`src/hw/rtl/rms_pkg.sv`:
```
// rms_pkg: shared types, sizes and the sort order compare for the record merge sorter
// no dependencies; imported by rms_store, rms_merge and record_merge_sorter
package rms_pkg;

   // default set size
   localparam int MaxRecords = 64;

   // one input beat
   typedef struct packed {
      logic [5:0]  record_tag;
      logic        mismatch;
      logic [15:0] weight_diff;
      logic [15:0] order_key;
      logic        last_item;
   } req_type;

   // one result beat
   typedef struct packed {
      logic [5:0]  out_tag;
      logic        out_mismatch;
      logic [15:0] out_weight_diff;
      logic [15:0] out_order_key;
      logic        out_last;
   } rsp_type;

   // stored record, 39 bits
   typedef struct packed {
      logic [5:0]  tag;
      logic        flag;
      logic [15:0] diff;
      logic [15:0] key;
   } rec_type;

   // merge engine status toward the top level
   typedef struct packed {
      logic busy;
      logic done;
      logic src_sel;
   } rms_stat_type;

   // true if record a must strictly precede record b
   function automatic logic goes_first(rec_type a, rec_type b);
      logic res;
      begin
         if (a.flag != b.flag) begin
            res = a.flag;
         end else if (a.flag) begin
            res = (a.key < b.key);
         end else if (a.diff != b.diff) begin
            res = (a.diff > b.diff);
         end else begin
            res = (a.key < b.key);
         end
         return res;
      end
   endfunction

endpackage

```
`src/hw/rtl/rms_store.sv`:
```
// rms_store: record memory, one write port and two registered read ports
// depends on rms_pkg for rec_type
module rms_store
   import rms_pkg::*;
#(
   parameter int MAX_RECORDS = MaxRecords
) (
   input  logic                           clock,
   input  logic                           wr_en,
   input  logic [$clog2(MAX_RECORDS)-1:0] wr_addr,
   input  rec_type                        wr_data,
   input  logic [$clog2(MAX_RECORDS)-1:0] rd_addr_a,
   input  logic [$clog2(MAX_RECORDS)-1:0] rd_addr_b,
   output rec_type                        rd_data_a,
   output rec_type                        rd_data_b
);

   rec_type store_ff [MAX_RECORDS];
   rec_type rd_a_ff;
   rec_type rd_b_ff;

   // write port
   always_ff @(posedge clock) begin
      if (wr_en) begin
         store_ff[wr_addr] <= wr_data;
      end
   end

   // read ports, registered
   always_ff @(posedge clock) begin
      rd_a_ff <= store_ff[rd_addr_a];
      rd_b_ff <= store_ff[rd_addr_b];
   end

   assign rd_data_a = rd_a_ff;
   assign rd_data_b = rd_b_ff;

endmodule

```
`config.mk`:
```
export PLATFORM = sky130hd
export DESIGN_NAME = rms_store
export DESIGN_NICKNAME = d
export VERILOG_FILES = /design/src/hw/rtl/rms_pkg.sv /design/src/hw/rtl/rms_store.sv
export SDC_FILE = /design/constraint.sdc
export NUM_CORES = 2
export LEC_CHECK = 0
export ABC_AREA = 1
export BUFFER_PORTS_ARGS = -buffer_cell sky130_fd_sc_hd__buf_2
export CORE_MARGIN = 3
export CORE_UTILIZATION = 29
export CTS_CLUSTER_DIAMETER = 80
export DETAILED_ROUTE_END_ITERATION = 12
export PLACE_DENSITY_LB_ADDON = 0.05
export SLEW_MARGIN = 25
export SYNTH_ARGS = -nofsm -noshare
export SYNTH_HDL_FRONTEND = slang
export SYNTH_SLANG_ARGS = --single-unit
export TNS_END_PERCENT = 5
```
`constraint.sdc`:
```
create_clock -name clock -period 10.1 [get_ports clock]
set_input_delay 1.515 -clock clock [delete_from_list [all_inputs] [get_ports clock]]
set_output_delay 1.515 -clock clock [all_outputs]
set_load 0.05 [all_outputs]
```
==> Word-level counts from Yosys, hierarchy flattened <==
Memory sizes are Yosys's and may differ from the RTL's. A register that Yosys moved wholly into a read port is not among the register bits.
Index checks and enable logic that the tools add are counted.
{ "classes": {"muxes": 2} }
{ "ops": {"columns": ["operator", "n"], "rows": [
  ["1-bit 2-to-1 mux", 2]
]} }
{ "word_totals": {"register_bits": 0, "n_memories": 1, "wordCells": 3, "mem_bits_rw": 2496, "out_inout_bits": 78} }
{ "mem_list": {"columns": ["name", "depth", "word_bits", "rd", "rd_ports_with_merged_regs", "wr", "line", "text"], "rows": [
  ["store_ff", 64, 39, 2, 2, 1, "rms_store.sv:18", "rec_type store_ff [MAX_RECORDS];"]
]} }

==> Logic depth before layout (Yosys ltp) <==
{ "depth": {"depth_word": 2, "ltp_mapped": 13} }

==> Least setup slack after synthesis <==
Ideal clock, no wire load.
{ "synth_timing": {"path_kind": "input to register", "startpoint": "input port wr_en", "endpoint": "memory store_ff[48][0] in the netlist's numbering, enable pin", "path_buffers": 1, "arrival_ps": 5801, "setup_time_ps": 534, "t_required_ps": 9566, "slack_ps": 3766, "path_stages": 3, "path_cell_list": "clkbuf_1 -> nand4_1 -> nor4_1"} }
{ "synth_via": {"elab_chain_len": 2} }
{ "synth_lines": {"columns": ["element", "line", "text"], "rows": [
  ["from (decl)", "rms_store.sv:9", "input logic wr_en,"],
  ["1-bit 2-to-1 mux", "rms_store.sv:24", "if (wr_en) begin"],
  ["1-bit 2-to-1 mux (implied by the code)", "rms_store.sv:25", "store_ff[wr_addr] <= wr_data;"],
  ["to (decl)", "rms_store.sv:18", null]
]} }
No other way between the ends.

==> run metrics <==
count of final hold-check violations 0; status complete, no violations; syn nets 14000; minimum clock period 4.77 ns; CTS Root Buffer Type sky130_fd_sc_hd__clkbuf_16; number of buffers added for setup after CTS 0; clock tree from TritonCTS built; capture point of the worst reg-to-reg path rd_data_a[21]$_DFF_P_; effective utilization at floorplan 0.292; number of different library cells in the post-synthesis netlist 17; top-area cell type share of the netlist area 0.593; overall overflow remaining after global route 0; dominant cell by count in the synthesized netlist sky130_fd_sc_hd__nand2_1; cell chain of the critical path buf_8 > buf_12 > buf_4 > buf_4 > nand3_1 > nand3_1 > nand2_1 > nand2_1 > nand3_1 > nand3_1 > nand2_1; WL final 643000 microns; maximum ir drop on the vdd rail 0.122 mV; net total in the final layout 13700; Inserted Clock Buffers 325; post-place setup slack 4.48 ns; startpoint types input port; Die ar. 444000 sq um; share of post-route cells with drive strength above 1 0.0707; H-tree depth 5; count of boundary I/O pins 137; placed cell count 19000; Core Area around 430000 sq um; commonest cells in the netlist 5532 x sky130_fd_sc_hd__nand2_1, 4612 x sky130_fd_sc_hd__nand3_1, 2496 x sky130_fd_sc_hd__edfxtp_1, 622 x sky130_fd_sc_hd__buf_2, 201 x sky130_fd_sc_hd__clkbuf_1; final cycle utilization of the critical path 0.473; mean cell area of the mapped netlist 9.10 sq um; number of flops mapped to enable cells by yosys 2496; number of cell instances on the worst register-to-register path 8; first-iteration detailed-routing DRC count 14700; Cell Count, Final, Fillers Out between 15000 and 20000; final-layout fill cell count between 40000 and 50000; flop and latch count out of synthesis 2574; count of instances resized after the clock tree is built 0; sequential-to-total area share from yosys stat 0.605; netlist area before placement ~130000 sq um; floorplan die width 666 microns; RePlAce Congestion 0.816; worst slew margin relative to its limit 0.191; maximum buffer depth of the clock tree 4; register-to-register path setup slack 8.11 ns; number of vias per cell 5.61; RR Startpoint store_ff[3][21]$_DFFE_PP_; largest net degree at the start of global routing about 180; total global-route track usage 0.280; Worst Tran Pin Value 1.21 ns; Critical path buffers and inverters 4; Achievable Freq 0.210 GHz; number of nets with antenna violations after detailed routing 0; library cell occupying the most area in the post-synthesis netlist sky130_fd_sc_hd__edfxtp_1; yosys warns 0; setup TNS 0 ns; Clock Pin Slew Worst Setup and Hold Paths 0.06 ns; number of instances in the synthesized netlist ~14000; worst clock skew about 0.040 ns; start point of the worst min-delay path store_ff[20][10]$_DFFE_PP_; count of final max-slew check failures 0; Die Y-Extent 666 microns; Post-CTS Hold Buffers 0; tightest hold margin 0.832 ns; leading post-synthesis cells by cell area sky130_fd_sc_hd__edfxtp_1 59%, sky130_fd_sc_hd__nand3_1 18%, sky130_fd_sc_hd__nand2_1 16%, sky130_fd_sc_hd__buf_2 2.5%, sky130_fd_sc_hd__dfxtp_1 1.2%; wire length of the first global-routing pass 878000 microns; # DRC 0; Area Overhead vs Synth 12.9%; number of sinks handled by clock tree synthesis 2574; Detailed Place HPWL 342000 microns; worst skew pair latency about 0.94 ns; Via Count between 100k and 150k; data arrival time of the critical path 5.58 ns; antenna violations before repair 74; RSZ-0062 raised after global routing false; Pre-Repair DR Iteration Count 6; family with the most delay on the worst path buffers and inverters; class of the tightest hold or removal check reg2reg; total leakage power 52.9 nW; number of stages on the worst hold path 8; largest incremental delay on the critical path 0.93 ns; Crit-path slowest cell sky130_fd_sc_hd__buf_4; Synth Flop Type sky130_fd_sc_hd__edfxtp_1; async set-reset flop share out of synthesis 0; worst hold path endpoint rd_data_a[10]$_DFF_P_; quantity of I/O buffers inserted on ports 136; WP depth 11; critical path peak fanout 99; maximum capacitance violations 0; vias in the first global route 105000; average detailed-routed wire length per instance around 33 microns; setup ws final ~5.3 ns; Setup CP Type in2reg; setup-violating endpoint count in the final report 0; required time of the worst setup path 10.91 ns; capturing element type of the critical path flop; cell repeated most along the worst path sky130_fd_sc_hd__nand3_1; standard-cell row count 241; Power per Cell Area around 180 nW/um^2
==> worst max-delay path by stage <==
stage	endpoint	slack [ns]	from
floorplan	store_ff[48][0]$_DFFE_PP_	3.77	wr_en
global placement	rd_data_a[28]$_DFF_P_	4.46	rd_addr_a[0]
detailed placement	rd_data_a[19]$_DFF_P_	4.48	rd_addr_a[0]
CTS	rd_data_a[5]$_DFF_P_	5.51	rd_addr_a[1]
global route	rd_data_a[5]$_DFF_P_	5.22	rd_addr_a[1]
finish	rd_data_a[5]$_DFF_P_	5.33	rd_addr_a[1]
==> area by class of cell <==
cell class	instances	area, sq um	area share
multi-input cells	10200	44600	0.313
inverters	18	163	0.00114
repair buffers	461	3980	0.0279
diodes	77	193	0.00135
well taps	5710	7140	0.0500
clock inverters	137	1160	0.00810
flip-flops and latches	2574	76500	0.536
clock buffers	443	9020	0.0631
==> placed cells by master, fill, tap and decap left out, drive strengths merged, types with 9 or more instances in the layout <==
cell type     n
buf         459
bufinv       18
clkbuf      445
clkinv      106
dfxtp        78
diode        77
edfxtp     2496
inv          25
nand2      5532
nand3      4612
nand4         9
nor2         56
==> sequential cells by signal, summed over array words and instances, names as in the netlist <==
name / count
store_ff: 2496
rd_data_a: 39
rd_data_b: 39
==> metrics by stage <==
stage	power, W	util	cell area (sq um)
global route	0.0271	0.330	143000
CTS	0.0265	0.329	143000
finish	0.0262	0.330	143000
detailed placement	0.0149	0.306	132000
floorplan	0.0137	-	126000
global placement	0.0149	0.305	132000
==> worst min-delay path: stages, from the launching register on <==
cell,delay (ns)
sky130_fd_sc_hd__edfxtp_1,0.35
sky130_fd_sc_hd__nand2_1,0.06
sky130_fd_sc_hd__nand3_1,0.06
sky130_fd_sc_hd__nand3_1,0.06
sky130_fd_sc_hd__nand3_1,0.07
sky130_fd_sc_hd__nand3_1,0.06
sky130_fd_sc_hd__nand2_1,0.06
sky130_fd_sc_hd__nand2_1,0.04
sky130_fd_sc_hd__nand2_1,0.04
==> per-layer routing <==
metal | track usage | part of all wire | routed length (microns)
met1 | 0.379 | 0.42 | 272000
met2 | 0.440 | 0.45 | 289000
met3 | 0.0484 | 0.080 | 51400
met4 | 0.123 | 0.045 | 29200
met5 | 0 | 0.00024 | 152
==> logic make-up (layout without fill, tap and decap cells) <==
| logic type | count (synthesis) | count (layout) | synth area share |
|---|---|---|---|
| other cells | 0 | 77 | 0 |
| buf+inv | 1110 | 1059 | 0.0458 |
| simple gates | 10200 | 10200 | 0.349 |
| flops | 2574 | 2574 | 0.605 |
==> report_power, final <==
| part | leakage, nW | internal [W] | total [W] | switching (W) |
|---|---|---|---|---|
| Clock | 4.98 | 0.00668 | 0.0115 | 0.00482 |
| Combinational | 24.8 | 0.000604 | 0.00278 | 0.00218 |
| Sequential | 23.1 | 0.0118 | 0.0120 | 0.000138 |
| Total | 52.9 | 0.0191 | 0.0262 | 0.00714 |
(Power assumes the default switching activity.)
