--- src/hw/rtl/rms_pkg.sv ---
// rms_pkg: shared types, sizes and the sort order compare for the record merge sorter
// no dependencies; imported by rms_store, rms_merge and record_merge_sorter
package rms_pkg;

   // default set size
   localparam int MaxRecords = 64;

   // one input beat
   typedef struct packed {
      logic [5:0]  record_tag;
      logic        mismatch;
      logic [15:0] weight_diff;
      logic [15:0] order_key;
      logic        last_item;
   } req_type;

   // one result beat
   typedef struct packed {
      logic [5:0]  out_tag;
      logic        out_mismatch;
      logic [15:0] out_weight_diff;
      logic [15:0] out_order_key;
      logic        out_last;
   } rsp_type;

   // stored record, 39 bits
   typedef struct packed {
      logic [5:0]  tag;
      logic        flag;
      logic [15:0] diff;
      logic [15:0] key;
   } rec_type;

   // merge engine status toward the top level
   typedef struct packed {
      logic busy;
      logic done;
      logic src_sel;
   } rms_stat_type;

   // true if record a must strictly precede record b
   function automatic logic goes_first(rec_type a, rec_type b);
      logic res;
      begin
         if (a.flag != b.flag) begin
            res = a.flag;
         end else if (a.flag) begin
            res = (a.key < b.key);
         end else if (a.diff != b.diff) begin
            res = (a.diff > b.diff);
         end else begin
            res = (a.key < b.key);
         end
         return res;
      end
   endfunction

endpackage

--- src/hw/rtl/rms_merge.sv ---
// rms_merge: bottom-up merge sort sequencer, one output record per cycle in S_MERGE
// depends on rms_pkg; reads the source store and writes the other one
module rms_merge
   import rms_pkg::*;
#(
   parameter int MAX_RECORDS = MaxRecords
) (
   input  logic                             clock,
   input  logic                             reset,
   input  logic                             start,
   input  logic [$clog2(MAX_RECORDS+1)-1:0] count,
   input  rec_type                          head_i,
   input  rec_type                          head_j,
   output logic [$clog2(MAX_RECORDS)-1:0]   rd_addr_i,
   output logic [$clog2(MAX_RECORDS)-1:0]   rd_addr_j,
   output logic                             wr_en,
   output logic [$clog2(MAX_RECORDS)-1:0]   wr_addr,
   output rec_type                          wr_data,
   output rms_stat_type                     stat
);

   localparam int ADDR_W = $clog2(MAX_RECORDS);
   localparam int CNT_W  = $clog2(MAX_RECORDS + 1);
   localparam int SUM_W  = CNT_W + 2;

   typedef enum logic [1:0] {
      S_IDLE,
      S_SETUP,
      S_MERGE
   } state_type;

   state_type          state_ff, state_in;
   logic [SUM_W-1:0]   width_ff, width_in;
   logic [CNT_W-1:0]   lo_ff, lo_in;
   logic [CNT_W-1:0]   mid_ff, mid_in;
   logic [CNT_W-1:0]   hi_ff, hi_in;
   logic [CNT_W-1:0]   i_ff, i_in;
   logic [CNT_W-1:0]   j_ff, j_in;
   logic [CNT_W-1:0]   k_ff, k_in;
   logic               src_ff, src_in;
   logic               done_ff, done_in;

   logic [SUM_W-1:0]   n_ext;
   logic [SUM_W-1:0]   lo_plus_w;
   logic [SUM_W-1:0]   lo_plus_2w;
   logic [SUM_W-1:0]   width_dbl;
   logic               i_done;
   logic               j_done;
   logic               take_j;
   logic               run_end;

   // run bounds
   always_comb begin
      n_ext      = SUM_W'(count);
      width_dbl  = width_ff << 1;
      lo_plus_w  = SUM_W'(lo_ff) + width_ff;
      lo_plus_2w = SUM_W'(lo_ff) + width_dbl;
   end

   // head compare and winner pick
   always_comb begin
      i_done = (i_ff == mid_ff);
      j_done = (j_ff == hi_ff);
      if (i_done) begin
         take_j = 1'b1;
      end else if (j_done) begin
         take_j = 1'b0;
      end else begin
         take_j = goes_first(head_j, head_i);
      end
      run_end = ((k_ff + CNT_W'(1)) == hi_ff);
   end

   // sequencer next state
   always_comb begin
      state_in = state_ff;
      width_in = width_ff;
      lo_in    = lo_ff;
      mid_in   = mid_ff;
      hi_in    = hi_ff;
      i_in     = i_ff;
      j_in     = j_ff;
      k_in     = k_ff;
      src_in   = src_ff;
      done_in  = 1'b0;
      wr_en    = 1'b0;
      case (state_ff)
         S_IDLE: begin
            if (start) begin
               src_in   = 1'b0;
               width_in = SUM_W'(1);
               lo_in    = '0;
               if (n_ext <= SUM_W'(1)) begin
                  done_in = 1'b1;
               end else begin
                  state_in = S_SETUP;
               end
            end
         end
         S_SETUP: begin
            mid_in   = (lo_plus_w > n_ext) ? count : lo_plus_w[CNT_W-1:0];
            hi_in    = (lo_plus_2w > n_ext) ? count : lo_plus_2w[CNT_W-1:0];
            i_in     = lo_ff;
            j_in     = mid_in;
            k_in     = lo_ff;
            state_in = S_MERGE;
         end
         S_MERGE: begin
            wr_en = 1'b1;
            k_in  = k_ff + CNT_W'(1);
            if (take_j) begin
               j_in = j_ff + CNT_W'(1);
            end else begin
               i_in = i_ff + CNT_W'(1);
            end
            if (run_end) begin
               state_in = S_SETUP;
               if (lo_plus_2w >= n_ext) begin
                  // pass complete: swap stores, double run width
                  src_in   = ~src_ff;
                  width_in = width_dbl;
                  lo_in    = '0;
                  if (width_dbl >= n_ext) begin
                     state_in = S_IDLE;
                     done_in  = 1'b1;
                  end
               end else begin
                  lo_in = lo_plus_2w[CNT_W-1:0];
               end
            end
         end
         default: begin
            state_in = S_IDLE;
         end
      endcase
   end

   // sequencer registers
   always_ff @(posedge clock) begin
      if (reset) begin
         state_ff <= S_IDLE;
         src_ff   <= 1'b0;
         done_ff  <= 1'b0;
      end else begin
         state_ff <= state_in;
         src_ff   <= src_in;
         done_ff  <= done_in;
      end
      width_ff <= width_in;
      lo_ff    <= lo_in;
      mid_ff   <= mid_in;
      hi_ff    <= hi_in;
      i_ff     <= i_in;
      j_ff     <= j_in;
      k_ff     <= k_in;
   end

   // reads follow the next pointers so heads are ready each cycle
   assign rd_addr_i    = i_in[ADDR_W-1:0];
   assign rd_addr_j    = j_in[ADDR_W-1:0];
   assign wr_addr      = k_ff[ADDR_W-1:0];
   assign wr_data      = take_j ? head_j : head_i;
   assign stat.busy    = (state_ff != S_IDLE);
   assign stat.done    = done_ff;
   assign stat.src_sel = src_ff;

endmodule

--- config.mk ---
export PLATFORM = sky130hd
export DESIGN_NAME = rms_merge
export DESIGN_NICKNAME = d
export VERILOG_FILES = /design/src/hw/rtl/rms_pkg.sv /design/src/hw/rtl/rms_merge.sv
export SDC_FILE = /design/constraint.sdc
export NUM_CORES = 1
export LEC_CHECK = 0
export BUFFER_PORTS_ARGS = -buffer_cell sky130_fd_sc_hd__buf_2
export CAP_MARGIN = 20
export CORE_MARGIN = 2
export CORE_UTILIZATION = 50
export CTS_CLUSTER_SIZE = 28
export DETAILED_ROUTE_END_ITERATION = 6
export PLACE_DENSITY = 0.77
export SYNTH_ARGS = -nofsm -noshare
export SYNTH_HDL_FRONTEND = slang
export SYNTH_SLANG_ARGS = --single-unit
--- constraint.sdc ---
create_clock -name clock -period 3.79 [get_ports clock]
set_clock_uncertainty 0.15 [all_clocks]
set_input_delay 0 -clock clock [delete_from_list [all_inputs] [get_ports clock]]
set_output_delay 0 -clock clock [all_outputs]
set_load 0.02 [all_outputs]
Yosys cells after proc, flatten, opt, wreduce, memory -nomap -nowiden

Index checks and enable logic that the tools add are counted.

Add/subtract/negate cells: 5
Multiply operators: 0
Div/mod/pow operators: 0
Order comparisons: 7
Equality and inequality tests: 13
Shift-type cells: 0
Mux-type cells: 38
Bitwise operators: 1
Reduce and logical (&&, ||, !) cells: 9

Operators with widths:

| kind                                                 | number |
|---|---|
| one-hot mux 7 bit (2 select lines)                   | 4 |
| 2-to-1 mux 7 bit                                     | 7 |
| 2-to-1 mux 39 bit                                    | 1 |
| 2-to-1 mux 9 bit                                     | 3 |
| adder 7 x 1 -> 7 bit (second input constant)         | 3 |
| equality test 7 bit                                  | 3 |
| adder 7 x 9 -> 9 bit                                 | 2 |
| greater-or-equal comparator 9 x 7 -> 1 bit           | 2 |
| > comparator 9 x 7 -> 1 bit                          | 2 |
| one-hot mux 9 bit (2 select lines)                   | 1 |
| > comparator 16 bit                                  | 1 |
| less-than comparator 16 bit                          | 1 |
| 2-to-1 mux 1 bit                                     | 16 |
| != test 16 bit                                       | 1 |
| != test 2 bit (second input constant)                | 6 |
| <= comparator 7 x 1 -> 1 bit (second input constant) | 1 |
| 2-to-1 mux 2 bit                                     | 3 |
| one-hot mux 2 bit (3 select lines)                   | 1 |
| AND reduction 3 bit                                  | 2 |
| nonzero test 2 bit                                   | 3 |
| one-hot mux 1 bit (2 select lines)                   | 2 |
| AND reduction 2 bit                                  | 2 |
| AND reduction 4 bit                                  | 1 |
| equality test 2 x 1 -> 1 bit (second input constant) | 1 |
| other kinds (4)                                      | 4 |

Bits in registers: 55
Latch bits: 0
RAM bits: 0
Memory bits (read-only): 0
Input bits: 88
Output and inout bits: 61
Word-level logic and storage cells: 85
Memories kept: 0

Depth between registers and ports, before layout

Word-level depth: 8
Gate-level depth with buffers: 14
Mapped depth without buffers: 14

Worst setup path before layout

Ideal clock, no wire load.

Path kind: reg-to-output
From: reg width_ff[4]
To: out rd_addr_j[2]
Arrival: 3.312 ns
Slack: 0.328 ns
Cell stages (with the launch flop): 14
Path buffers: 1
Path through: edfxtp_1 ha_1 and3_1 a221o_1 nor2_1 xnor2_1 ha_1 nand3_1 o21ai_0 a21oi_1 o22ai_2 mux2_2 a221o_1 buf_4

Cells in the longest elaborated chain, start to end: 4

Ends and longest elaborated chain:

| element                            | line             | RTL |
|---|---|---|
| start: declaration                 | rms_merge.sv:33  | `logic [SUM_W-1:0] width_ff, width_in;` |
| start signal: assignment           | rms_merge.sv:149 | `width_ff <= width_in;` |
| adder 7 x 9 -> 9 bit               | rms_merge.sv:56  | `lo_plus_w = SUM_W'(lo_ff) + width_ff;` |
| > comparator 9 x 7 -> 1 bit        | rms_merge.sv:101 | `mid_in = (lo_plus_w > n_ext) ? count : lo_plus_w[CNT_W-1:0];` |
| 2-to-1 mux 7 bit                   | rms_merge.sv:101 |  |
| one-hot mux 7 bit (2 select lines) | rms_merge.sv:87  | `case (state_ff)` |
| end: declaration                   | rms_merge.sv:15  | `output logic [$clog2(MAX_RECORDS)-1:0] rd_addr_j,` |

No other way between the ends.

Worst setup path after layout

From: reg lo_ff[1]
To: out rd_addr_j[0]

Cells in the longest elaborated chain, start to end: 4

Ends and longest elaborated chain:

| element                            | line             | RTL |
|---|---|---|
| start: declaration                 | rms_merge.sv:34  | `logic [CNT_W-1:0] lo_ff, lo_in;` |
| start signal: assignment           | rms_merge.sv:150 | `lo_ff <= lo_in;` |
| adder 7 x 9 -> 9 bit               | rms_merge.sv:56  |  |
| > comparator 9 x 7 -> 1 bit        | rms_merge.sv:101 |  |
| 2-to-1 mux 7 bit                   | rms_merge.sv:101 |  |
| one-hot mux 7 bit (2 select lines) | rms_merge.sv:87  |  |

No other way between the ends.

==> impl_metrics.csv <==
group,metric,value,unit
sta,rsz0062_at_grt,"true",
yosys,synthCells,620,
outcome,run_status,"complete, but fails checks",
placed_design,place.detailed.hpwl,12680,um
global_routing,track_usage,0.2839,
yosys,syn_area_per_cell,8.716,um^2
finish,final_core_util,0.6573,
finish,stdcell_area,0.006847,mm^2
routing,vias,5516,
die,num_rows,37,
yosys,synth-seq-cells,55,
placed_design,dpl-instance-area,0.006166,mm^2
sta,tightest_slew,0.8511,ns
setup_path,worstPathRequired,3.64,ns
yosys,yosysWarnings,0,
setup_path,startpoint,"lo_ff[1]$_SDFFCE_PP0P_",
cts,clock-sinks,55,
yosys,syn_area,0.005404,mm^2
routing,drt_iter0_markers,568,
cts,clk_latency,0.34,ns
cts,clk_pin_slew,0.12,ns
global_routing,grt_pass1_vias,5280,
die,ios,149,
finish,drive_above_1_share,0.3173,
global_routing,grt_overflow_total,0,
die,die_area,0.01166,mm^2
routing,drc,0,
sta,fin_crit,4.062,ns
cts,cts_root_buffer,"clkbuf_8",
routing,wl_per_cell,18.75,um
routing,ant_nets,0,
routing,drt_pass1_iterations,5,
setup_path,cp.arrival,3.91,ns
sta,slew_viol_final,0,
setup_path,worstSetupPathType,"flip-flop to output port",
placed_design,port_buffers,148,
yosys,async_flop_share,0,
cts,cts_tree,"yes",
cts,clk_path_buf_depth,2,
yosys,yosysSeqAreaShare,0.2760,
yosys,yosysTopAreaCell,"edfxtp_1",
yosys,synth_top_flop_cell,"edfxtp_1",
die,die_w,108.0,um
job,cap_violations,0,
power_and_ir_drop,p_leak,3.391,nW
sta,slew_headroom,0.4301,
setup_path,cp_max_fo,7,
power_and_ir_drop,power,6.767,mW
placed_design,globalplace.congestion,0.9566,
sta,finalSetupViolCount,8,
global_routing,grt_antenna_before_repair,0,
cts,h-tree-depth,2,
sta,period_share,1.072,
setup_path,start_kind,"flip-flop",
yosys,synth_edf_count,39,
setup_path,slowest_stage,"edfxtp_1",
outcome,violations,"setup timing",
die,start_util,0.5188,
die,core,0.01042,mm^2
finish,n_antenna_cell,0,
sta,setup_slack,-0.2722,ns
finish,n_fill_cell,817,
hold_path,hp-start,"head_j[33]",
setup_path,end_kind,"output port",
yosys,synth_top_area_share,0.2167,
yosys,synth.area.top_cells,"edfxtp_1 22%, ha_1 16%, dfxtp_1 5.9%",
yosys,yosysUniqueCellTypes,61,
yosys,synthesis.nets,781,
yosys,synth_commonest_cells,"73 x nand2_1, 71 x ha_1, 56 x inv_1",
setup_path,crit_chain,"buf_6 -> ha_4 -> a21o_1 -> a221o_1 -> nor2_2 -> xnor2_2 -> ha_1 -> nand3_2 -> o21ai_2 -> a21oi_2 -> o22ai_4 -> buf_12 -> mux2_2 -> a221o_1 -> buf_6",
power_and_ir_drop,vdd_drop_max,0.8305,mV
cts,numCtsBuffers,5,
yosys,yosysMostFrequentCell,"nand2_1",
placed_design,post-place-ws,0.02350,ns
sta,finalHoldViolCount,0,
hold_path,hold_class,"input pin to output port",
setup_path,critPathMaxStageDelay,0.45,ns
power_and_ir_drop,cellPowerDensity,988.3,mW/mm^2
die,die_height,108.0,um
routing,drt-vias-per-instance,5.970,
sta,fmax,246.2,MHz
global_routing,grt_start_max_net_pins,54,
finish,area_delta_synth_final,26.70,%
setup_path,r2r_start,"lo_ff[1]$_SDFFCE_PP0P_",
routing,wirelength,17330,um
finish,num-nets-final,948,
global_routing,grt_pass1_wl,25980,um
cells by family (layout without fill, tap and decap cells):
| logic type | after synthesis | count (layout) | synth area share |
|---|---|---|---|
| AO/OA/AOI/OAI | 135 | 135 | 0.1632 |
| XOR/XNOR | 38 | 38 | 0.06668 |
| adder cells (fa/ha/maj) | 73 | 73 | 0.1718 |
| buffers and inverters | 96 | 263 | 0.08289 |
| flip-flops | 55 | 55 | 0.2760 |
| multiplexers | 26 | 26 | 0.05256 |
| AND/OR/NAND/NOR | 197 | 198 | 0.1868 |
layout by cell type (no fill, tap or decap), drive strengths merged, types with 5 or more instances in the layout:
| cell type | synthesis | final |
|---|---|---|
| buf | 27 | 190 |
| nand2 | 73 | 73 |
| ha | 71 | 71 |
| inv | 56 | 58 |
| o21ai | 48 | 48 |
| edfxtp | 39 | 39 |
| nor2 | 26 | 26 |
| a21oi | 26 | 26 |
| xnor2 | 23 | 23 |
| nand3 | 17 | 17 |
| dfxtp | 16 | 16 |
| mux2 | 16 | 16 |
| a21o | 14 | 14 |
| xor2 | 13 | 13 |
| and3 | 13 | 13 |
| nand4 | 12 | 12 |
| and2 | 10 | 11 |
| mux2i | 10 | 10 |
| dlygate4sd3 | 0 | 9 |
| o21a | 8 | 8 |
| nor3 | 8 | 8 |
| a221o | 8 | 8 |
| nor2b | 8 | 8 |
| and4 | 6 | 6 |
| a31oi | 6 | 6 |
| a21boi | 5 | 5 |
| or3 | 5 | 5 |
| clkbuf | 13 | 5 |
sequential cells by signal, summed over array words and instances, names as in the netlist:
| signal | cells |
|---|---|
| lo_ff | 7 |
| j_ff | 7 |
| done_ff | 1 |
| state_ff | 2 |
| i_ff | 7 |
| width_ff | 9 |
| k_ff | 7 |
| src_ff | 1 |
| mid_ff | 7 |
| hi_ff | 7 |
worst paths after layout:
check             cells after the start  slack, ns                endpoint
setup reg to reg                     16      -0.01  lo_ff[3]$_SDFFCE_PP0P_
hold / removal                        4       0.17             wr_data[33]
hold reg to reg                       2       0.37     src_ff$_SDFFE_PP0P_
setup / recovery                     15      -0.27            rd_addr_j[0]
final cells by class:
type | instances | area, um^2 | share of cell area
Multi-Input combinational cell | 470 | 3662 | 0.5349
Sequential cell | 55 | 1491 | 0.2178
Timing Repair Buffer | 199 | 1212 | 0.1771
Inverter | 56 | 210.2 | 0.03070
Tap cell | 136 | 170.2 | 0.02485
Clock buffer | 5 | 68.82 | 0.01005
Clock inverter | 3 | 31.28 | 0.004569
stage by stage:
step	hold WS (ns)	std cells	setup TNS [ns]
finish	0.1677	924	-1.552
global route	0.1833	924	-3.368
CTS	0.1696	914	-0.6503
detailed placement	0.1266	874	0
global placement	0.1188	874	0
floorplan	-0.07762	620	0
per-layer routing:
| metal | global-route usage | vias to the layer above | routed length, um |
|---|---|---|---|
| met5 | 0 | - | 0 |
| li1 | - | 2539 | - |
| met3 | 0.04822 | 69 | 1630 |
| met2 | 0.4937 | 348 | 8281 |
| met1 | 0.3380 | 2560 | 6608 |
| met4 | 0.1410 | 0 | 807 |
power breakdown:
part / switching (mW) / internal [mW]
clock: 0.234 / 0.141
sequential: 0.369 / 1.08
combinational: 2.60 / 2.34
repair_timing:
item | CTS | global route
setup buffers | 23 | 11
resized for setup | 25 | 24
pin swaps | 15 | 23
hold buffers | 9 | 0
cloned | 0 | 1
endpoints found under the setup margin | 6 | 34
endpoints found under the hold margin | 17 | 0
worst max-delay path: cells and delay by family (launching register included):
kind            cells  cell delay, ns
fa+ha+maj           2            0.56
compound gates      6            1.30
simple gates        2            0.34
xor+xnor            1            0.13
flops               1            0.45
buf+inv             3            0.45
mux                 1            0.35
Power figures use the tool's default switching activity.
